File: config.mk
export PLATFORM = sky130hd
export DESIGN_NAME = idiv_step
export DESIGN_NICKNAME = d
export VERILOG_FILES = /design/src/sv/idiv_pkg.sv /design/src/sv/idiv_step.sv
export SDC_FILE = /design/constraint.sdc
export NUM_CORES = 1
export LEC_CHECK = 0
export ABC_AREA = 1
export BUFFER_PORTS_ARGS = -buffer_cell sky130_fd_sc_hd__clkbuf_2
export CORE_ASPECT_RATIO = 1.25
export CORE_UTILIZATION = 50
export CTS_BUF_LIST = sky130_fd_sc_hd__clkbuf_4
export CTS_CLUSTER_SIZE = 20
export DETAILED_ROUTE_END_ITERATION = 8
export PLACE_DENSITY = 0.87
export SLEW_MARGIN = 20
export SYNTH_ARGS = -nofsm -noshare
export SYNTH_HDL_FRONTEND = slang
export SYNTH_SLANG_ARGS = --single-unit
File: constraint.sdc
create_clock -name clk -period 1 [get_ports clk]
set_input_delay 0.1 -clock clk [delete_from_list [all_inputs] [get_ports clk]]
set_output_delay 0.1 -clock clk [all_outputs]
set_load 0.005 [all_outputs]
File: src/sv/idiv_pkg.sv
// Shared types and constants for the pipelined integer divider.
package idiv_pkg;

    // Width of the payload fields on the channels.
    localparam int unsigned FIELD_W = 64;
    localparam int unsigned CMD_W   = 2;

    // Operation codes carried in the cmd field.
    typedef enum logic [CMD_W-1:0] {
        CMD_UQUO = 2'd0,
        CMD_UREM = 2'd1,
        CMD_SQUO = 2'd2,
        CMD_SREM = 2'd3
    } idiv_cmd_t;

    // Control that travels with an item down the divide stages.
    typedef struct packed {
        logic sel_rem;   // deliver the remainder instead of the quotient
        logic neg;       // negate the selected magnitude at the end
        logic div_zero;  // divisor was zero, result is forced to zero
    } idiv_ctrl_t;

    // One finished item as held in the output queue.
    typedef struct packed {
        logic [FIELD_W-1:0] result;
        logic               divisor_zero;
    } idiv_rsp_t;

    // Occupancy of the two-entry output queue.
    typedef struct packed {
        logic head_valid;
        logic tail_valid;
    } idiv_qstat_t;

endpackage

File: src/sv/idiv_step.sv
// One restoring divide step: shift in a dividend bit, trial subtract, keep or restore.
module idiv_step #(
    parameter int unsigned WIDTH = 64
) (
    input  logic                 clk,
    input  logic                 rst_n,
    input  logic                 en,
    input  logic                 in_valid,
    input  idiv_pkg::idiv_ctrl_t in_ctrl,
    input  logic [WIDTH-1:0]     in_r,
    input  logic [WIDTH-1:0]     in_aq,
    input  logic [WIDTH-1:0]     in_b,
    output logic                 out_valid,
    output idiv_pkg::idiv_ctrl_t out_ctrl,
    output logic [WIDTH-1:0]     out_r,
    output logic [WIDTH-1:0]     out_aq,
    output logic [WIDTH-1:0]     out_b
);
    import idiv_pkg::*;

    logic             valid_reg, valid_next;
    idiv_ctrl_t       ctrl_reg;
    logic [WIDTH-1:0] r_reg, r_next;
    logic [WIDTH-1:0] aq_reg, aq_next;
    logic [WIDTH-1:0] b_reg;
    logic [WIDTH:0]   rem_shift;
    logic [WIDTH+1:0] diff;
    logic             take;

    // The partial remainder keeps its carry bit, so the compare is one bit wider.
    always_comb
    begin
        rem_shift  = {in_r, in_aq[WIDTH-1]};
        diff       = {1'b0, rem_shift} - {2'b00, in_b};
        take       = ~diff[WIDTH+1];
        r_next     = take ? diff[WIDTH-1:0] : rem_shift[WIDTH-1:0];
        // Dividend bits leave at the top while quotient bits enter at the bottom.
        aq_next    = {in_aq[WIDTH-2:0], take};
        valid_next = en ? in_valid : valid_reg;
    end

    // Valid bit of the stage.
    always_ff @(posedge clk or negedge rst_n)
    begin
        if (!rst_n)
        begin
            valid_reg <= 1'b0;
        end
        else
        begin
            valid_reg <= valid_next;
        end
    end

    // Payload of the stage.
    always_ff @(posedge clk)
    begin
        if (en && in_valid)
        begin
            ctrl_reg <= in_ctrl;
            r_reg    <= r_next;
            aq_reg   <= aq_next;
            b_reg    <= in_b;
        end
    end

    assign out_valid = valid_reg;
    assign out_ctrl  = ctrl_reg;
    assign out_r     = r_reg;
    assign out_aq    = aq_reg;
    assign out_b     = b_reg;

endmodule

==> impl_metrics.yaml, run 1 <==
synthesis:
  yosysWarnings: 0
  netlist_instances: 1756
  ys_ff_latch: 196
  syn-mean-instance-area_um2: 7.427
  yosys_most_used_dff: "edfxtp_1"
  synth_area_leader_cell: "edfxtp_1"
  yosysMostFrequentCell: "nand2_1"
  synth_nets: 2020
  synth_common_cells: "690 x nand2_1, 376 x inv_1, 195 x edfxtp_1"
  synth_area_leaders: "edfxtp_1 45%, nand2_1 20%, inv_1 11%"
  synth_top_area_share: 0.4490
  synth_edf_count: 195
  yosysSeqAreaShare: 0.4509
  synth_area_um2: 13040
  async_reset_ff_frac: 0.005102
  ys_types: 36
status:
  firstError: "[ERROR GRT-0116] Global routing finished with congestion. Check the congestion regions in the DRC Viewer."
  status: "stopped before the end"
  haltStage: "global routing"
clock_network:
  cts.sinks: 196
  cts_buffer_depth: 2
  cts_buffers: 17
  cts_max_level: 4
  root_buffer: "clkbuf_4"
die:
  chipHeight_um: 182.6
  ioPinCount: 395
  fp-row-count: 65
  initial_core_util: 0.5123
  chipWidth_um: 146.5
global_routing:
  grt_max_degree: 22
  grt_pass1_wl_um: 149100
  grt_pass1_vias: 21679
  overflow: 107
  grt_usage: 0.7674
placed_design:
  placedInstanceArea_um2: 18510
  numPlacedInstances: 2777
  port_buffers: 394
  hpwl_um: 44740
  gp_congestion: 0.9814
logic make-up after synthesis:
group / after synthesis / synth area share
AO/OA/AOI/OAI: 52 / 0.02072
flip-flops: 196 / 0.4509
XOR/XNOR: 31 / 0.02082
adder cells (fa/ha/maj): 65 / 0.06294
buffers and inverters: 406 / 0.1215
AND/OR/NAND/NOR: 1006 / 0.3231
metal layers:
| layer | GRT overflow | global-route usage |
|---|---|---|
| met3 | 2 | 0.6070 |
| met5 | 0 | 0.1778 |
| met1 | 3 | 0.7424 |
| met4 | 42 | 0.8079 |
| met2 | 60 | 0.9611 |
stage by stage:
step	setup slack (ns)	utilization	hold WS (ns)	TNS (ns)
3_5_place_dp	-1.461	0.7271	-0.1194	-100.52
2_1_floorplan	-2.432	-	-0.1956	-528.46
3_3_place_gp	-1.507	0.7271	-0.1244	-93.29
4_1_cts	-0.4733	0.8961	-0.1983	-89.51
timing repair:
action                                  4_1_cts
buffers inserted                             42
gates cloned                                 13
hold buffers                                198
pin swaps                                   101
hold endpoints to repair                    196
endpoints found under the setup margin      261
gates resized for setup                     310
==> run 2: changes to the inputs <==
Settings changed: CORE_ASPECT_RATIO 1.25 to unset, CORE_UTILIZATION 50 to 35, CTS_BUF_LIST sky130_fd_sc_hd__clkbuf_4 to unset, CTS_CLUSTER_SIZE 20 to unset, PLACE_DENSITY 0.87 to unset, PLACE_DENSITY_LB_ADDON set to 0.15.
==> impl_metrics.yaml, run 2 <==
cells_and_area:
  final_cell_mix: "587 x nand2_1, 373 x clkbuf_2, 347 x inv_1"
  fin_area_um2: 22530
  fillers: 3311
  fin_util: 0.6154
  fin_nets: 2915
  seq_area_um2: 5881
  multiInputGateArea_um2: 7363
  final_common_cell: "nand2_1"
  area_growth_pct: 72.75
  diodes: 0
  drive_gt1_frac: 0.4140
sta:
  layout_setup_ws_ns: -0.7733
  clock_skew_ns: 0
  min_period_over_period: 1.773
  finalSetupTns_ns: -101.80
  layout_min_cycle_time_ns: 1.773
  worstMarginPinSlew_ns: 0.3402
  holdWs_ns: -0.06284
  setup_viol: 456
  drv_slew: 0
  final-hold-violation-count: 1
  fmax_mhz: 563.9
  rsz0062_at_grt: "yes"
  slew_headroom: 0.7711
die:
  fp-row-count: 70
  chipHeight_um: 195.0
  die_area_um2: 38040
  core-area_um2: 36610
  chipWidth_um: 195.0
  initial_core_util: 0.3562
  ioPinCount: 395
synthesis:
  synth_common_cells: "690 x nand2_1, 376 x inv_1, 195 x edfxtp_1"
  ys_types: 36
  synth_xor_area_frac: 0.02082
  synth_area_leader_cell: "edfxtp_1"
  synth_fa_ha_area_frac: 0.06294
  yosysMostFrequentCell: "nand2_1"
  yosys_most_used_dff: "edfxtp_1"
  yosysWarnings: 0
  synth_compound_area_frac: 0.02072
  synth_top_area_share: 0.4490
  netlist_instances: 1756
  synth_top_family_by_area: "simple AND/OR/NAND/NOR gates"
  ys_ff_latch: 196
  synth_mux_area_frac: 0
  synth-simple-area-share: 0.3231
  yosysSeqAreaShare: 0.4509
  synth_area_um2: 13040
  synth_nets: 2020
  syn-mean-instance-area_um2: 7.427
  synth_edf_count: 195
  async_reset_ff_frac: 0.005102
  synth_area_leaders: "edfxtp_1 45%, nand2_1 20%, inv_1 11%"
global_routing:
  antenna_found_initial: 0
  grt_max_degree: 32
  overflow: 0
  grt_pass1_wl_um: 82030
  grt_pass1_vias: 14587
  grt_usage: 0.2869
placed_design:
  dp_slack_ns: -1.403
  hpwl_um: 41790
  port_buffers: 394
  placedInstanceArea_um2: 18530
  gp_congestion: 0.9031
worst_setup_path:
  crit_required_ns: 1.34
  r2r_start: "out_valid$_DFFE_PN0P_"
  reg2reg_to: "out_valid$_DFFE_PN0P_"
  crit_type: "in -> reg"
  reg2reg_setup_slack_ns: 0.38
  crit_path_end_kind: "register"
  arrival_ns: 2.11
  cp_max_fo: 6
  reg2reg_depth: 2
  cp-start-kind: "primary input"
route:
  dr.pass1.iters: 6
  post_drt_wl_per_cell_um: 17.65
  vias: 14455
  drc: 0
  vias_per_cell: 4.615
  routed_wl_um: 55280
  first_iter_violations: 828
  ant_nets: 0
hold_path:
  min_to: "out_valid$_DFFE_PN0P_"
  min_path_cells: 3
  hp-class: "in -> reg"
  min_from: "in_valid"
clock_network:
  cts.sinks: 196
  cts_tree: "built"
  cts_buffer_depth: 2
  root_buffer: "clkbuf_16"
  cts_max_level: 4
  clk_pin_slew_ns: 0.08
  cts_buffers: 17
  clock_latency_ns: 0.46
pwr:
  powerDensity_nw_per_um2: 1189
  ir_drop_mv: 1.292
  p_leak_uw: 0.01156
status:
  status: "finished with violations"
  violations: "hold timing, setup timing"
run:
  max_cap_viol_count: 0
[run 2: cell counts after synthesis]
No cell type changed its count.
[run 2: power breakdown]
part           total [uW]  switching, uW  internal [uW]
registers           10100            238           9870
logic                9570           5000           4570
clock network        7110           3750           3360
total               26800           8990          17800
[run 2: stage by stage]
stage,total power (uW),hold slack [ns],instances
6_report,26780,-0.06284,3132
5_1_grt,28040,-0.04527,3132
4_1_cts,26410,-0.08140,3124
3_5_place_dp,17990,-0.1218,2891
3_3_place_gp,17950,-0.1253,2891
2_1_floorplan,14000,-0.1956,1756
[run 2: final cells by class]
cell class | count | area share
clock buffers | 18 | 0.01905
flip-flops and latches | 196 | 0.2610
well taps | 468 | 0.02599
inverters | 386 | 0.06592
repair buffers | 895 | 0.2942
multi-input cells | 1155 | 0.3268
clock inverters | 14 | 0.006998
[run 2: worst max path at each step]
stage | end | startpoint | depth (start not counted)
floorplan | out_aq[0]$_DFFE_PP_ | en | 2
global placement | out_r[35]$_DFFE_PP_ | in_b[12] | 15
detailed placement | out_r[54]$_DFFE_PP_ | in_b[40] | 14
CTS | out_r[45]$_DFFE_PP_ | in_b[63] | 12
global route | out_r[11]$_DFFE_PP_ | in_b[57] | 13
finish | out_r[11]$_DFFE_PP_ | in_b[57] | 13
[run 2: cell families after synthesis]
group           after synthesis
flops                       196
xor+xnor                     31
fa+ha+maj                    65
buf+inv                     406
compound gates               52
simple gates               1006
[run 2: layer usage]
layer  vias to the layer above  global-route usage  share of wire
li1                       7254                   -              -
met2                       424              0.4905           0.48
met5                         -                   0              0
met3                        68             0.04680          0.052
met1                      6709              0.3636           0.44
met4                         0              0.1056          0.032
[run 2: critical path, cell delays in order]
cell     delay [ns]
buf_6          0.07
inv_2          0.03
ha_4           0.28
nand4_4        0.12
nor4_4         0.37
nand2_2        0.16
nor3_4         0.29
nand2_8        0.14
nand2_8        0.15
buf_12         0.14
buf_16         0.13
nand2_4        0.04
nand2_2        0.06
[run 2: what timing repair did]
action / 4_1_cts / 5_1_grt
gates resized for setup: 167 / 145
hold buffers: 157 / 2
endpoints found under the setup margin: 261 / 456
pin swaps: 31 / 27
gates cloned: 9 / 5
buffers inserted: 35 / 8
endpoints found under the hold margin: 156 / 2
Power figures use the tool's default switching activity.
