[src/sv/idiv_pkg.sv]
// Shared types and constants for the pipelined integer divider.
package idiv_pkg;

    // Width of the payload fields on the channels.
    localparam int unsigned FIELD_W = 64;
    localparam int unsigned CMD_W   = 2;

    // Operation codes carried in the cmd field.
    typedef enum logic [CMD_W-1:0] {
        CMD_UQUO = 2'd0,
        CMD_UREM = 2'd1,
        CMD_SQUO = 2'd2,
        CMD_SREM = 2'd3
    } idiv_cmd_t;

    // Control that travels with an item down the divide stages.
    typedef struct packed {
        logic sel_rem;   // deliver the remainder instead of the quotient
        logic neg;       // negate the selected magnitude at the end
        logic div_zero;  // divisor was zero, result is forced to zero
    } idiv_ctrl_t;

    // One finished item as held in the output queue.
    typedef struct packed {
        logic [FIELD_W-1:0] result;
        logic               divisor_zero;
    } idiv_rsp_t;

    // Occupancy of the two-entry output queue.
    typedef struct packed {
        logic head_valid;
        logic tail_valid;
    } idiv_qstat_t;

endpackage

[src/sv/idiv_req_if.sv]
// Request channel: operation code and the two operands.
interface idiv_req_if;
    import idiv_pkg::*;

    logic               valid;
    logic               ready;
    logic [CMD_W-1:0]   cmd;
    logic [FIELD_W-1:0] dividend;
    logic [FIELD_W-1:0] divisor;

    modport source (output valid, output cmd, output dividend, output divisor, input ready);
    modport sink   (input valid, input cmd, input dividend, input divisor, output ready);
endinterface

[src/sv/idiv_prep.sv]
// Input stage: decodes the operation and takes operand magnitudes.
module idiv_prep #(
    parameter int unsigned WIDTH = 64
) (
    input  logic                 clk,
    input  logic                 rst_n,
    input  logic                 en,
    idiv_req_if.sink             req,
    output logic                 out_valid,
    output idiv_pkg::idiv_ctrl_t out_ctrl,
    output logic [WIDTH-1:0]     out_aq,
    output logic [WIDTH-1:0]     out_b
);
    import idiv_pkg::*;

    logic             valid_reg, valid_next;
    idiv_ctrl_t       ctrl_reg, ctrl_next;
    logic [WIDTH-1:0] aq_reg, aq_next;
    logic [WIDTH-1:0] b_reg, b_next;
    logic [WIDTH-1:0] a_raw, b_raw;
    logic             is_signed, a_neg, b_neg;
    idiv_cmd_t        cmd;

    // The pipeline takes a new item whenever it advances.
    assign req.ready = en;

    // Decode the operation and form the operand magnitudes.
    always_comb
    begin
        cmd       = idiv_cmd_t'(req.cmd);
        a_raw     = req.dividend[WIDTH-1:0];
        b_raw     = req.divisor[WIDTH-1:0];
        is_signed = 1'b0;
        ctrl_next = '0;
        unique case (cmd)
            CMD_UQUO:
            begin
                is_signed         = 1'b0;
                ctrl_next.sel_rem = 1'b0;
            end
            CMD_UREM:
            begin
                is_signed         = 1'b0;
                ctrl_next.sel_rem = 1'b1;
            end
            CMD_SQUO:
            begin
                is_signed         = 1'b1;
                ctrl_next.sel_rem = 1'b0;
            end
            CMD_SREM:
            begin
                is_signed         = 1'b1;
                ctrl_next.sel_rem = 1'b1;
            end
        endcase
        a_neg              = is_signed & a_raw[WIDTH-1];
        b_neg              = is_signed & b_raw[WIDTH-1];
        // A quotient is negative when the signs differ, a remainder follows the dividend.
        ctrl_next.neg      = ctrl_next.sel_rem ? a_neg : (a_neg ^ b_neg);
        ctrl_next.div_zero = (b_raw == '0);
        aq_next            = a_neg ? ('0 - a_raw) : a_raw;
        b_next             = b_neg ? ('0 - b_raw) : b_raw;
        valid_next         = en ? req.valid : valid_reg;
    end

    // Valid bit of the stage.
    always_ff @(posedge clk or negedge rst_n)
    begin
        if (!rst_n)
        begin
            valid_reg <= 1'b0;
        end
        else
        begin
            valid_reg <= valid_next;
        end
    end

    // Payload of the stage.
    always_ff @(posedge clk)
    begin
        if (en && req.valid)
        begin
            ctrl_reg <= ctrl_next;
            aq_reg   <= aq_next;
            b_reg    <= b_next;
        end
    end

    assign out_valid = valid_reg;
    assign out_ctrl  = ctrl_reg;
    assign out_aq    = aq_reg;
    assign out_b     = b_reg;

endmodule

[src/flat_wrapper.sv]
// flat-port wrapper written by rule: the top's interface ports become plain ports
module idiv_prep_flat import idiv_pkg::*;
#(
    parameter int unsigned WIDTH = 64
)
  (clk, rst_n, en, out_valid, out_ctrl, out_aq, out_b, req_valid, req_cmd, req_dividend, req_divisor, req_ready);
  idiv_req_if req_i ();
  input  logic clk;
  input  logic rst_n;
  input  logic en;
  output logic out_valid;
  output idiv_pkg::idiv_ctrl_t out_ctrl;
  output logic [WIDTH-1:0] out_aq;
  output logic [WIDTH-1:0] out_b;
  input wire logic [$bits(req_i.valid)-1:0] req_valid;
  input wire logic [$bits(req_i.cmd)-1:0] req_cmd;
  input wire logic [$bits(req_i.dividend)-1:0] req_dividend;
  input wire logic [$bits(req_i.divisor)-1:0] req_divisor;
  output wire logic [$bits(req_i.ready)-1:0] req_ready;
  assign req_i.valid = req_valid;
  assign req_i.cmd = req_cmd;
  assign req_i.dividend = req_dividend;
  assign req_i.divisor = req_divisor;
  assign req_ready = req_i.ready;
  idiv_prep #(.WIDTH(WIDTH)) u_core (.clk(clk), .rst_n(rst_n), .en(en), .req(req_i), .out_valid(out_valid), .out_ctrl(out_ctrl), .out_aq(out_aq), .out_b(out_b));
endmodule
[config.mk]
export PLATFORM = sky130hd
export DESIGN_NAME = idiv_prep_flat
export DESIGN_NICKNAME = d
export VERILOG_FILES = /design/src/sv/idiv_pkg.sv /design/src/sv/idiv_req_if.sv /design/src/sv/idiv_prep.sv /design/src/flat_wrapper.sv
export SDC_FILE = /design/constraint.sdc
export NUM_CORES = 1
export LEC_CHECK = 0
export BUFFER_PORTS_ARGS = -buffer_cell sky130_fd_sc_hd__buf_4
export CAP_MARGIN = 10
export CORE_ASPECT_RATIO = 1.2
export CORE_MARGIN = 3
export CORE_UTILIZATION = 40
export DETAILED_ROUTE_END_ITERATION = 16
export PLACE_DENSITY = 0.7
export SLEW_MARGIN = 5
export SYNTH_ARGS = -nofsm -noshare
export SYNTH_HDL_FRONTEND = slang
export SYNTH_SLANG_ARGS = --single-unit
[constraint.sdc]
create_clock -name clk -period 0.8 [get_ports clk]
set_input_delay 0.16 -clock clk [delete_from_list [all_inputs] [get_ports clk]]
set_output_delay 0.16 -clock clk [all_outputs]
set_load 0.02 [all_outputs]
==> load_flow_metrics.sql, run 1 <==
INSERT INTO impl_metrics (metric_group, metric, value, unit) VALUES
('outcome', 'outcome', 'finished with violations', ''),
('outcome', 'failed_checks', 'negative setup slack', ''),
('setup_path', 'critPathCaptureType', 'register', ''),
('place', 'dp.final_hpwl', '19.0', 'mm'),
('clock_network', 'cts-htree-levels', '4', ''),
('setup_path', 'setup.reg_to_reg.worst_slack', '0.03', 'ns'),
('place', 'numPlacedInstances', '1288', ''),
('logic_synthesis', 'total_of_flip_flops_plus_latches_after_synthesis', '132', ''),
('floorplanning', 'die_w', '126', 'µm'),
('power', 'comb_power_share', '24.7', '%'),
('floorplanning', 'die_height', '150', 'µm'),
('setup_path', 'critical_register_to_register_path_startpoint', 'u_core.out_valid', ''),
('power', 'net-switching-power', '6330', 'µW'),
('setup_path', 'worst-r2r-cell-count', '1', ''),
('route', 'first_iter_violations', '617', ''),
('logic_synthesis', 'synth_seq_area_share', '57.1', '%'),
('clock_network', 'cts.path.max_buffers', '2', ''),
('route', 'routed-wl-met2', '17.1', 'mm'),
('sta', 'period_needed', '2.14', 'ns'),
('clock_network', 'clkSinkCount', '132', ''),
('setup_path', 'crit-reg2reg-capture', 'u_core.out_valid', ''),
('logic_synthesis', 'netlist-cell-type-count', '39', ''),
('final_layout', 'mostFrequentLayoutCell', 'sky130_fd_sc_hd__buf_4', ''),
('sta', 'post_route_worst_hold_slack', '0.0511', 'ns'),
('place', 'globalplace.congestion', '0.861', ''),
('setup_path', 'cp.arrival', '2.42', 'ns'),
('floorplanning', 'start_util', '41.0', '%'),
('route', 'dr.max_layer_used', 'met4', ''),
('global_routing', 'total_global_routing_overflow', '0', ''),
('sta', 'timing.final.setup_violations', '253', ''),
('sta', 'max-slew-margin-rel', '64.1', '%'),
('sta', 'finalSetupTns', '-123.78', 'ns'),
('power', 'cell_internal_pwr', '16400', 'µW'),
('setup_path', 'crit_family', 'simple AND/OR/NAND/NOR gates', ''),
('route', 'post-route-drc-count', '0', ''),
('global_routing', 'first_pass_grt_wire_length', '45.1', 'mm'),
('clock_network', 'tritoncts.num_buffers', '17', ''),
('global_routing', 'initial_antenna_violation_count', '0', ''),
('logic_synthesis', 'synthesis_warning_total', '0', ''),
('setup_path', 'cp_data_required_time', '1.08', 'ns'),
('final_layout', 'layout.cells.non_filler', '1362', ''),
('global_routing', 'grt_use_total', '30.9', '%'),
('route', 'num_vias', '7685', ''),
('logic_synthesis', 'mappedNetlistNets', '730', ''),
('power', 'swShare', '27.8', '%'),
('sta', 'final_min_period_over_clock_period', '268', '%'),
('final_layout', 'antenna_cells', '0', ''),
('global_routing', 'first_global_vias', '8116', ''),
('setup_path', 'critical_path.max_stage_delay', '0.54', 'ns'),
('power', 'vdd_drop_max', '1.49', 'mV'),
('logic_synthesis', 'synth_enable_flop_cells', '131', ''),
('setup_path', 'criticalPathCategory', 'input pin to register', ''),
('logic_synthesis', 'most_instantiated_flip_flop_cell_in_the_synthesis_netlist', 'sky130_fd_sc_hd__edfxtp_1', ''),
('power', 'power.clock.fraction', '37.4', '%'),
('place', 'pre_cts_slack', '-1.81', 'ns'),
('final_layout', 'most-common-layout-cells', 'sky130_fd_sc_hd__buf_4 (315), sky130_fd_sc_hd__buf_6 (192), sky130_fd_sc_hd__edfxtp_1 (131), sky130_fd_sc_hd__xor2_1 (77), sky130_fd_sc_hd__xnor2_1 (39)', ''),
('setup_path', 'worst_path_most_repeated_cell', 'sky130_fd_sc_hd__or4_4', ''),
('logic_synthesis', 'synth.avg_cell_area', '11.7', 'µm²'),
('clock_network', 'clk_root_buffer_cell', 'sky130_fd_sc_hd__clkbuf_16', ''),
('sta', 'max_clock_freq', '467', 'MHz'),
('floorplanning', 'std_cell_rows', '52', ''),
('sta', 'timing.final.ws_setup', '-1.34', 'ns'),
('job', 'max_cap_viol_count', '0', ''),
('sta', 'rsz_0062_raised_after_global_routing', 'yes', ''),
('clock_network', 'clock_tree_from_tritoncts', 'built', ''),
('floorplanning', 'core_area', '16900', 'µm²'),
('power', 'p_per_area', '1540', 'nW/µm²'),
('route', 'post_drt_wl_per_cell', '23.2', 'µm'),
('setup_path', 'crit_fanout', '2', ''),
('final_layout', 'finish.net_count', '1269', ''),
('final_layout', 'fraction_of_layout_cells_with_a_size_suffix_above_1', '68.2', '%');
[area by class of cell]
class	instances	area, µm²
fillers	722	2160
inverters	18	110
well taps	216	270
clock inverters	15	205
flip-flops and latches	132	3960
multi-input cells	427	4710
repair buffers	537	5070
clock buffers	17	425
[metal layers]
layer	vias to the layer above	global-route usage (%)
met1	3737	32.3
met3	120	7.98
met4	0	15.0
met5	-	0
li1	3347	-
met2	481	57.3
[worst max path at each step]
stage          depth (start not counted)  slack, ns             from                to
6_report                               6      -1.34  req_divisor[54]  u_core.out_b[63]
5_1_grt                                6      -1.36  req_divisor[54]  u_core.out_b[63]
4_1_cts                                6      -1.34  req_divisor[54]  u_core.out_b[63]
3_5_place_dp                           7      -1.81  req_divisor[54]  u_core.out_b[62]
3_3_place_gp                           6      -1.74  req_divisor[54]  u_core.out_b[63]
2_1_floorplan                          5      -1.58  req_divisor[54]  u_core.out_b[63]
[through the flow]
step | power, µW | cell area [µm²] | utilization (%)
6_report | 22800 | 14800 | 87.2
5_1_grt | 23400 | 14800 | 87.2
4_1_cts | 22400 | 14300 | 84.7
3_5_place_dp | 13300 | 12000 | 71.1
3_3_place_gp | 13100 | 12000 | 71.1
2_1_floorplan | 10600 | 8140 | -
[synth_stat cells, drive strengths merged (2+ instances only)]
| master | n | share of area (%) |
|---|---|---|
| a21boi | 2 | 0.22 |
| a21oi | 33 | 2.4 |
| a31oi | 35 | 3.2 |
| a41oi | 10 | 1.3 |
| and2 | 8 | 0.72 |
| and3 | 2 | 0.18 |
| and4b | 2 | 0.29 |
| clkbuf | 17 | 0.92 |
| edfxtp | 131 | 57 |
| ha | 2 | 0.36 |
| inv | 18 | 0.97 |
| nand2 | 17 | 0.92 |
| nand2b | 6 | 0.54 |
| nand3 | 4 | 0.29 |
| nand3b | 2 | 0.22 |
| nand4 | 5 | 0.45 |
| nand4b | 3 | 0.38 |
| nor2 | 53 | 2.9 |
| nor2b | 2 | 0.18 |
| nor3 | 35 | 2.5 |
| nor4 | 24 | 2.2 |
| nor4b | 3 | 0.38 |
| o21ai | 9 | 0.65 |
| o31ai | 14 | 1.5 |
| o41ai | 6 | 0.76 |
| or2 | 3 | 0.27 |
| or3 | 3 | 0.27 |
| or4 | 16 | 1.8 |
| xnor2 | 44 | 5.6 |
| xor2 | 79 | 10 |
[power groups by stage]
stage	Combinational, µW	Sequential, µW	Clock [µW]
floorplan	1280	9320	0
global placement	4480	8630	0
detailed placement	4610	8650	0
CTS	5270	8620	8510
global route	5840	8680	8850
finish	5620	8630	8520
[logic make-up (layout without fill, tap and decap cells)]
group,Yosys count,count (layout),share of synthesized area (%)
xor gates and xnor gates,123,123,15.5
AOI/OAI and AO/OA,110,110,10.1
and+or+nand+nor,190,191,14.8
muxes,1,1,0.162
DFF,132,132,57.1
buffers and inverters,36,587,2.00
adders and majority gates,2,2,0.361
[state kept, by name, summed over array words and instances, names as in the netlist]
name              flops
u_core.out_aq        64
u_core.out_ctrl       3
u_core.out_valid      1
u_core.out_b         64
[timing repair]
item | 4_1_cts | 5_1_grt
gates cloned | 3 | 0
resized for setup | 299 | 69
pin swaps | 75 | 46
setup buffers | 27 | 18
endpoints found under the hold margin | 3 | 0
setup endpoints to repair | 252 | 255
hold buffers | 3 | 0
Note: power is estimated with default switching activity, not from simulation.
==> inputs of run 2 (changes only) <==
- CTS_BUF_LIST: not set -> sky130_fd_sc_hd__clkbuf_8
==> load_flow_metrics.sql, run 2 (synthesis gave the netlist of run 1 again) <==
INSERT INTO impl_metrics (metric_group, metric, value, unit) VALUES
('global_routing', 'total_global_routing_overflow', '0', ''),
('setup_path', 'cp_data_required_time', '1.11', 'ns'),
('global_routing', 'first_pass_grt_wire_length', '43.9', 'mm'),
('hold_path', 'cells_on_worst_hold_path', '2', ''),
('floorplanning', 'io_pins', '267', ''),
('job', 'max_cap_viol_count', '0', ''),
('global_routing', 'grt_start_max_net_pins', '38', ''),
('global_routing', 'grt_use_total', '29.8', '%'),
('setup_path', 'nature_of_the_critical_path_startpoint', 'input pin', ''),
('route', 'num_vias', '7923', ''),
('setup_path', 'cp.arrival', '2.43', 'ns'),
('floorplanning', 'core_area', '16900', 'µm²'),
('outcome', 'outcome', 'finished with violations', ''),
('final_layout', 'fraction_of_layout_cells_with_a_size_suffix_above_1', '69.0', '%'),
('final_layout', 'antenna_cells', '0', ''),
('global_routing', 'initial_antenna_violation_count', '0', ''),
('floorplanning', 'die_height', '150', 'µm'),
('setup_path', 'critPathCaptureType', 'register', ''),
('clock_network', 'tritoncts.num_buffers', '17', ''),
('clock_network', 'clkSinkCount', '132', ''),
('sta', 'worst_clock_skew', '0', 'ns'),
('power', 'comb_power_share', '27.3', '%'),
('final_layout', 'utilization', '87.3', '%'),
('hold_path', 'hp-start', 'req_divisor[58]', ''),
('power', 'cell_internal_pwr', '14600', 'µW'),
('final_layout', 'multi_input_comb_area', '4760', 'µm²'),
('final_layout', 'synthToLayoutAreaGrowth', '113', '%'),
('setup_path', 'crit_fanout', '2', ''),
('sta', 'timing.final.ws_setup', '-1.32', 'ns'),
('sta', 'max_slew.worst_pin.slew', '0.498', 'ns'),
('route', 'drt-pass1-iter-count', '5', ''),
('place', 'port-buffer-count', '266', ''),
('power', 'power.clock.fraction', '31.3', '%'),
('route', 'detail-route-antenna-nets', '0', ''),
('place', 'globalplace.congestion', '0.861', ''),
('clock_network', 'clock_insertion_delay_worst_skew', '0.45', 'ns'),
('clock_network', 'cts-htree-levels', '4', ''),
('setup_path', 'worst-r2r-cell-count', '1', ''),
('floorplanning', 'std_cell_rows', '52', ''),
('clock_network', 'clk_root_buffer_cell', 'sky130_fd_sc_hd__clkbuf_8', ''),
('power', 'leakagePower', '0.00603', 'µW'),
('final_layout', 'finish.net_count', '1286', ''),
('clock_network', 'cts.path.max_buffers', '2', ''),
('route', 'post_drt_wl_per_cell', '24.1', 'µm'),
('sta', 'slew_violations', '0', ''),
('setup_path', 'setup.reg_to_reg.worst_slack', '0.03', 'ns'),
('sta', 'max-slew-margin-rel', '66.5', '%'),
('final_layout', 'final-seq-area', '3960', 'µm²'),
('sta', 'finalHoldViolCount', '0', ''),
('sta', 'rsz_0062_raised_after_global_routing', 'yes', ''),
('clock_network', 'clock_tree_from_tritoncts', 'built', ''),
('place', 'dp.final_hpwl', '19.0', 'mm'),
('power', 'swShare', '29.8', '%'),
('power', 'p_seq_share', '41.4', '%'),
('setup_path', 'crit-reg2reg-capture', 'u_core.out_valid', ''),
('setup_path', 'criticalPathCategory', 'input pin to register', ''),
('route', 'first_iter_violations', '716', ''),
('global_routing', 'first_global_vias', '7967', ''),
('floorplanning', 'die_w', '126', 'µm'),
('sta', 'max_clock_freq', '472', 'MHz'),
('final_layout', 'layout.filler_cells', '713', ''),
('outcome', 'failed_checks', 'negative setup slack', ''),
('final_layout', 'most-common-layout-cells', 'sky130_fd_sc_hd__buf_4 (325), sky130_fd_sc_hd__buf_6 (197), sky130_fd_sc_hd__edfxtp_1 (131), sky130_fd_sc_hd__xor2_1 (77), sky130_fd_sc_hd__xnor2_1 (36)', ''),
('clock_network', 'cts.reportedPaths.clkPinSlew', '0.08', 'ns'),
('floorplanning', 'fp.dieArea', '19000', 'µm²'),
('power', 'p_per_area', '1410', 'nW/µm²'),
('floorplanning', 'start_util', '41.0', '%'),
('power', 'net-switching-power', '6210', 'µW'),
('route', 'average_via_count_per_standard_cell', '5.75', ''),
('hold_path', 'min_delay_worst_endpoint', 'u_core.out_b[58]', ''),
('setup_path', 'critical_register_to_register_path_startpoint', 'u_core.out_valid', ''),
('sta', 'timing.final.setup_violations', '251', ''),
('sta', 'final_min_period_over_clock_period', '265', '%'),
('sta', 'finalSetupTns', '-132.79', 'ns'),
('final_layout', 'mostFrequentLayoutCell', 'sky130_fd_sc_hd__buf_4', ''),
('route', 'post-route-drc-count', '0', ''),
('power', 'vdd_drop_max', '1.05', 'mV'),
('hold_path', 'hold_path.class', 'input pin to register', ''),
('sta', 'period_needed', '2.12', 'ns'),
('route', 'routed_wirelength', '33.2', 'mm');
==> run 2: repair_timing <==
| item | in CTS | in global routing |
|---|---|---|
| pin swaps | 78 | 70 |
| hold buffers | 4 | 1 |
| gates resized for setup | 300 | 80 |
| endpoints found under the setup margin | 251 | 253 |
| gates cloned | 2 | 1 |
| setup buffers | 28 | 35 |
| endpoints found under the hold margin | 5 | 1 |
==> run 2: stage by stage <==
stage	area (µm²)	hold WS [ns]	std cells	setup slack, ns	power [µW]
global placement	12000	-0.0649	1288	-1.74	13100
finish	14800	0.0181	1379	-1.32	20800
global route	14800	0.00155	1379	-1.33	21400
detailed placement	12000	-0.0608	1288	-1.81	13300
floorplan	8140	-0.136	594	-1.58	10600
CTS	14200	-0.00291	1352	-1.30	20300
==> run 2: routing by layer <==
metal	wire length [µm]	up-vias	track usage [%]
met3	2710	160	7.74
met2	17700	546	56.5
met4	1980	0	11.2
met1	10800	3839	31.5
li1	-	3378	-
met5	0	-	0
==> run 2: final cells by class <==
cell class | count | share of cell area (%)
timing repair buffer | 554 | 35.4
multi-input combinational | 427 | 32.2
sequential | 132 | 26.8
tap | 216 | 1.83
clock buffer | 17 | 1.59
clock inverter | 15 | 1.39
inverter | 18 | 0.746
==> run 2: how the worst max path moves through the flow <==
stage | from | slack [ns] | endpoint
2_1_floorplan | req_divisor[54] | -1.58 | u_core.out_b[63]
3_3_place_gp | req_divisor[54] | -1.74 | u_core.out_b[63]
3_5_place_dp | req_divisor[54] | -1.81 | u_core.out_b[62]
4_1_cts | req_divisor[54] | -1.30 | u_core.out_b[63]
5_1_grt | req_divisor[54] | -1.33 | u_core.out_b[63]
6_report | req_divisor[54] | -1.32 | u_core.out_b[63]
==> run 2: power groups by stage <==
stage / Combinational, µW / Sequential (µW) / Clock (µW)
after floorplan: 1280 / 9320 / 0
after detailed placement: 4610 / 8650 / 0
after CTS: 5260 / 8600 / 6430
after global placement: 4480 / 8630 / 0
after global routing: 5910 / 8680 / 6830
final: 5700 / 8620 / 6520
==> run 2: worst max-delay path, cell delays in order <==
cell	delay, ns
sky130_fd_sc_hd__buf_6	0.09
sky130_fd_sc_hd__or4_4	0.53
sky130_fd_sc_hd__or4_4	0.44
sky130_fd_sc_hd__or4b_4	0.52
sky130_fd_sc_hd__or4_4	0.54
sky130_fd_sc_hd__a21boi_2	0.16
==> inputs of run 3 (changes only) <==
- PLACE_DENSITY: 0.7 -> 0.67
- clock period: 0.8 -> 2.3 ns (I/O delays scaled with it)
==> load_flow_metrics.sql, run 3 (synthesis gave the netlist of run 1 again) <==
INSERT INTO impl_metrics (metric_group, metric, value, unit) VALUES
('outcome', 'outcome', 'finished with violations', ''),
('outcome', 'failed_checks', 'negative setup slack', ''),
('setup_path', 'critical_path.max_stage_delay', '0.53', 'ns'),
('floorplanning', 'die_w', '126', 'µm'),
('sta', 'max_clock_freq', '420', 'MHz'),
('place', 'dp.final_hpwl', '17.1', 'mm'),
('global_routing', 'total_global_routing_overflow', '0', ''),
('clock_network', 'clkSinkCount', '132', ''),
('global_routing', 'first_global_vias', '6558', ''),
('final_layout', 'layout.cells.non_filler', '1197', ''),
('sta', 'rsz_0062_raised_after_global_routing', 'yes', ''),
('floorplanning', 'std_cell_rows', '52', ''),
('final_layout', 'most-common-layout-cells', 'sky130_fd_sc_hd__buf_4 (360), sky130_fd_sc_hd__edfxtp_1 (131), sky130_fd_sc_hd__xor2_1 (79), sky130_fd_sc_hd__nor2_1 (50), sky130_fd_sc_hd__xnor2_1 (44)', ''),
('place', 'numPlacedInstances', '1164', ''),
('sta', 'max-slew-margin-rel', '68.8', '%'),
('clock_network', 'clk_root_buffer_cell', 'sky130_fd_sc_hd__clkbuf_8', ''),
('route', 'routed_wirelength', '21.7', 'mm'),
('global_routing', 'grt_start_max_net_pins', '43', ''),
('setup_path', 'cpMaxStageDelayCell', 'sky130_fd_sc_hd__or4_4', ''),
('place', 'globalplace.congestion', '0.883', ''),
('sta', 'max_slew.worst_pin.slew', '0.463', 'ns'),
('power', 'leakagePower', '0.00434', 'µW'),
('setup_path', 'crit_family', 'simple AND/OR/NAND/NOR gates', ''),
('route', 'post-route-drc-count', '0', ''),
('global_routing', 'first_pass_grt_wire_length', '33.0', 'mm'),
('setup_path', 'criticalPathCategory', 'input pin to register', ''),
('floorplanning', 'io_pins', '267', ''),
('power', 'vdd_drop_max', '0.287', 'mV'),
('route', 'dr.max_layer_used', 'met4', ''),
('sta', 'finalHoldViolCount', '0', ''),
('global_routing', 'grt_use_total', '22.3', '%'),
('route', 'num_vias', '6287', ''),
('route', 'detail-route-antenna-nets', '0', ''),
('setup_path', 'worst_path_most_repeated_cell', 'sky130_fd_sc_hd__or4_4', ''),
('route', 'drt-pass1-iter-count', '6', ''),
('clock_network', 'clock_insertion_delay_worst_skew', '0.45', 'ns'),
('hold_path', 'hold_path.class', 'input pin to register', ''),
('sta', 'worst_clock_skew', '0', 'ns'),
('route', 'post_drt_wl_per_cell', '18.1', 'µm'),
('setup_path', 'cp_data_required_time', '2.61', 'ns'),
('clock_network', 'cts.reportedPaths.clkPinSlew', '0.09', 'ns'),
('clock_network', 'tritoncts.num_buffers', '17', ''),
('sta', 'timing.final.ws_setup', '-0.0824', 'ns'),
('final_layout', 'synthToLayoutAreaGrowth', '54.2', '%'),
('power', 'p_per_area', '594', 'nW/µm²'),
('clock_network', 'clock_tree_from_tritoncts', 'built', ''),
('setup_path', 'setup.reg_to_reg.worst_slack', '1.54', 'ns'),
('sta', 'period_needed', '2.38', 'ns'),
('final_layout', 'fraction_of_layout_cells_with_a_size_suffix_above_1', '44.8', '%'),
('setup_path', 'nature_of_the_critical_path_startpoint', 'input pin', ''),
('floorplanning', 'start_util', '41.0', '%'),
('final_layout', 'multi_input_comb_area', '3050', 'µm²'),
('setup_path', 'critPathCaptureType', 'register', ''),
('clock_network', 'cts-htree-levels', '4', ''),
('route', 'average_via_count_per_standard_cell', '5.25', ''),
('sta', 'timing.final.setup_violations', '1', ''),
('final_layout', 'antenna_cells', '0', ''),
('route', 'routed-wl-met3', '1.96', 'mm'),
('setup_path', 'path_buf_inv', '1', ''),
('route', 'routed-wl-met2', '11.3', 'mm'),
('route', 'routedLengthMet1', '7.98', 'mm'),
('setup_path', 'crit_fanout', '3', ''),
('final_layout', 'final-seq-area', '3960', 'µm²'),
('job', 'max_cap_viol_count', '0', ''),
('final_layout', 'finish.net_count', '1104', ''),
('floorplanning', 'die_height', '150', 'µm'),
('place', 'port-buffer-count', '266', ''),
('final_layout', 'mostFrequentLayoutCell', 'sky130_fd_sc_hd__buf_4', ''),
('setup_path', 'cp.arrival', '2.69', 'ns'),
('sta', 'slew_violations', '0', ''),
('clock_network', 'cts_post_setup_buffers_inserted', '0', ''),
('sta', 'final_min_period_over_clock_period', '104', '%'),
('floorplanning', 'core_area', '16900', 'µm²'),
('sta', 'finalSetupTns', '-0.0824', 'ns'),
('clock_network', 'cts.path.max_buffers', '2', ''),
('setup_path', 'worstPathCellList', 'buf_6, or4_4, or4_4, or4b_4, or4_1, a21boi_1', ''),
('route', 'first_iter_violations', '361', ''),
('global_routing', 'initial_antenna_violation_count', '0', ''),
('final_layout', 'layout.filler_cells', '1360', ''),
('floorplanning', 'fp.dieArea', '19000', 'µm²');
-- run 3: final cells by class --
type                    count  area share (%)
clock buffers              17            2.19
clock inverters            15            1.70
inverters                  18           0.632
multi-input cells         426            28.5
flip-flops and latches    132            37.0
well taps                 216            2.53
repair buffers            373            27.5
-- run 3: repair_timing --
action	CTS	global route
hold buffers	1	0
resized for setup	2	0
endpoints found under the setup margin	1	1
endpoints found under the hold margin	1	0
-- run 3: worst paths after layout --
path | from | endpoint | cells past startpoint
setup / recovery | req_divisor[54] | u_core.out_b[63] | 6
hold / removal | req_cmd[0] | u_core.out_ctrl[2] | 1
setup reg to reg | u_core.out_valid | u_core.out_valid | 1
hold reg to reg | u_core.out_valid | u_core.out_valid | 1
max in group asynchronous | rst_n | u_core.out_valid | 2
min in group asynchronous | rst_n | u_core.out_valid | 2
-- run 3: power by group --
part           switching (µW)  total, µW  internal, µW
sequential               62.8       2950          2890
clock                     988       2070          1080
combinational             712       1340           625
total                    1760       6360          4590
-- run 3: layer usage --
layer | track usage (%) | vias to the layer above
met1 | 23.8 | 2967
met4 | 7.94 | 0
met3 | 7.42 | 29
met5 | 0 | -
met2 | 40.9 | 282
li1 | - | 3009
-- run 3: metrics by stage --
stage | cell area (µm²) | utilization [%] | total power (µW) | hold slack, ns | setup slack, ns
floorplan | 7170 | - | 3590 | 0.164 | -0.377
global placement | 10300 | 60.7 | 4320 | 0.235 | -0.526
detailed placement | 10300 | 60.7 | 4350 | 0.238 | -0.552
CTS | 10700 | 63.2 | 6410 | 0.159 | -0.0362
global route | 10700 | 63.2 | 6600 | 0.169 | -0.0791
finish | 10700 | 63.2 | 6360 | 0.197 | -0.0824
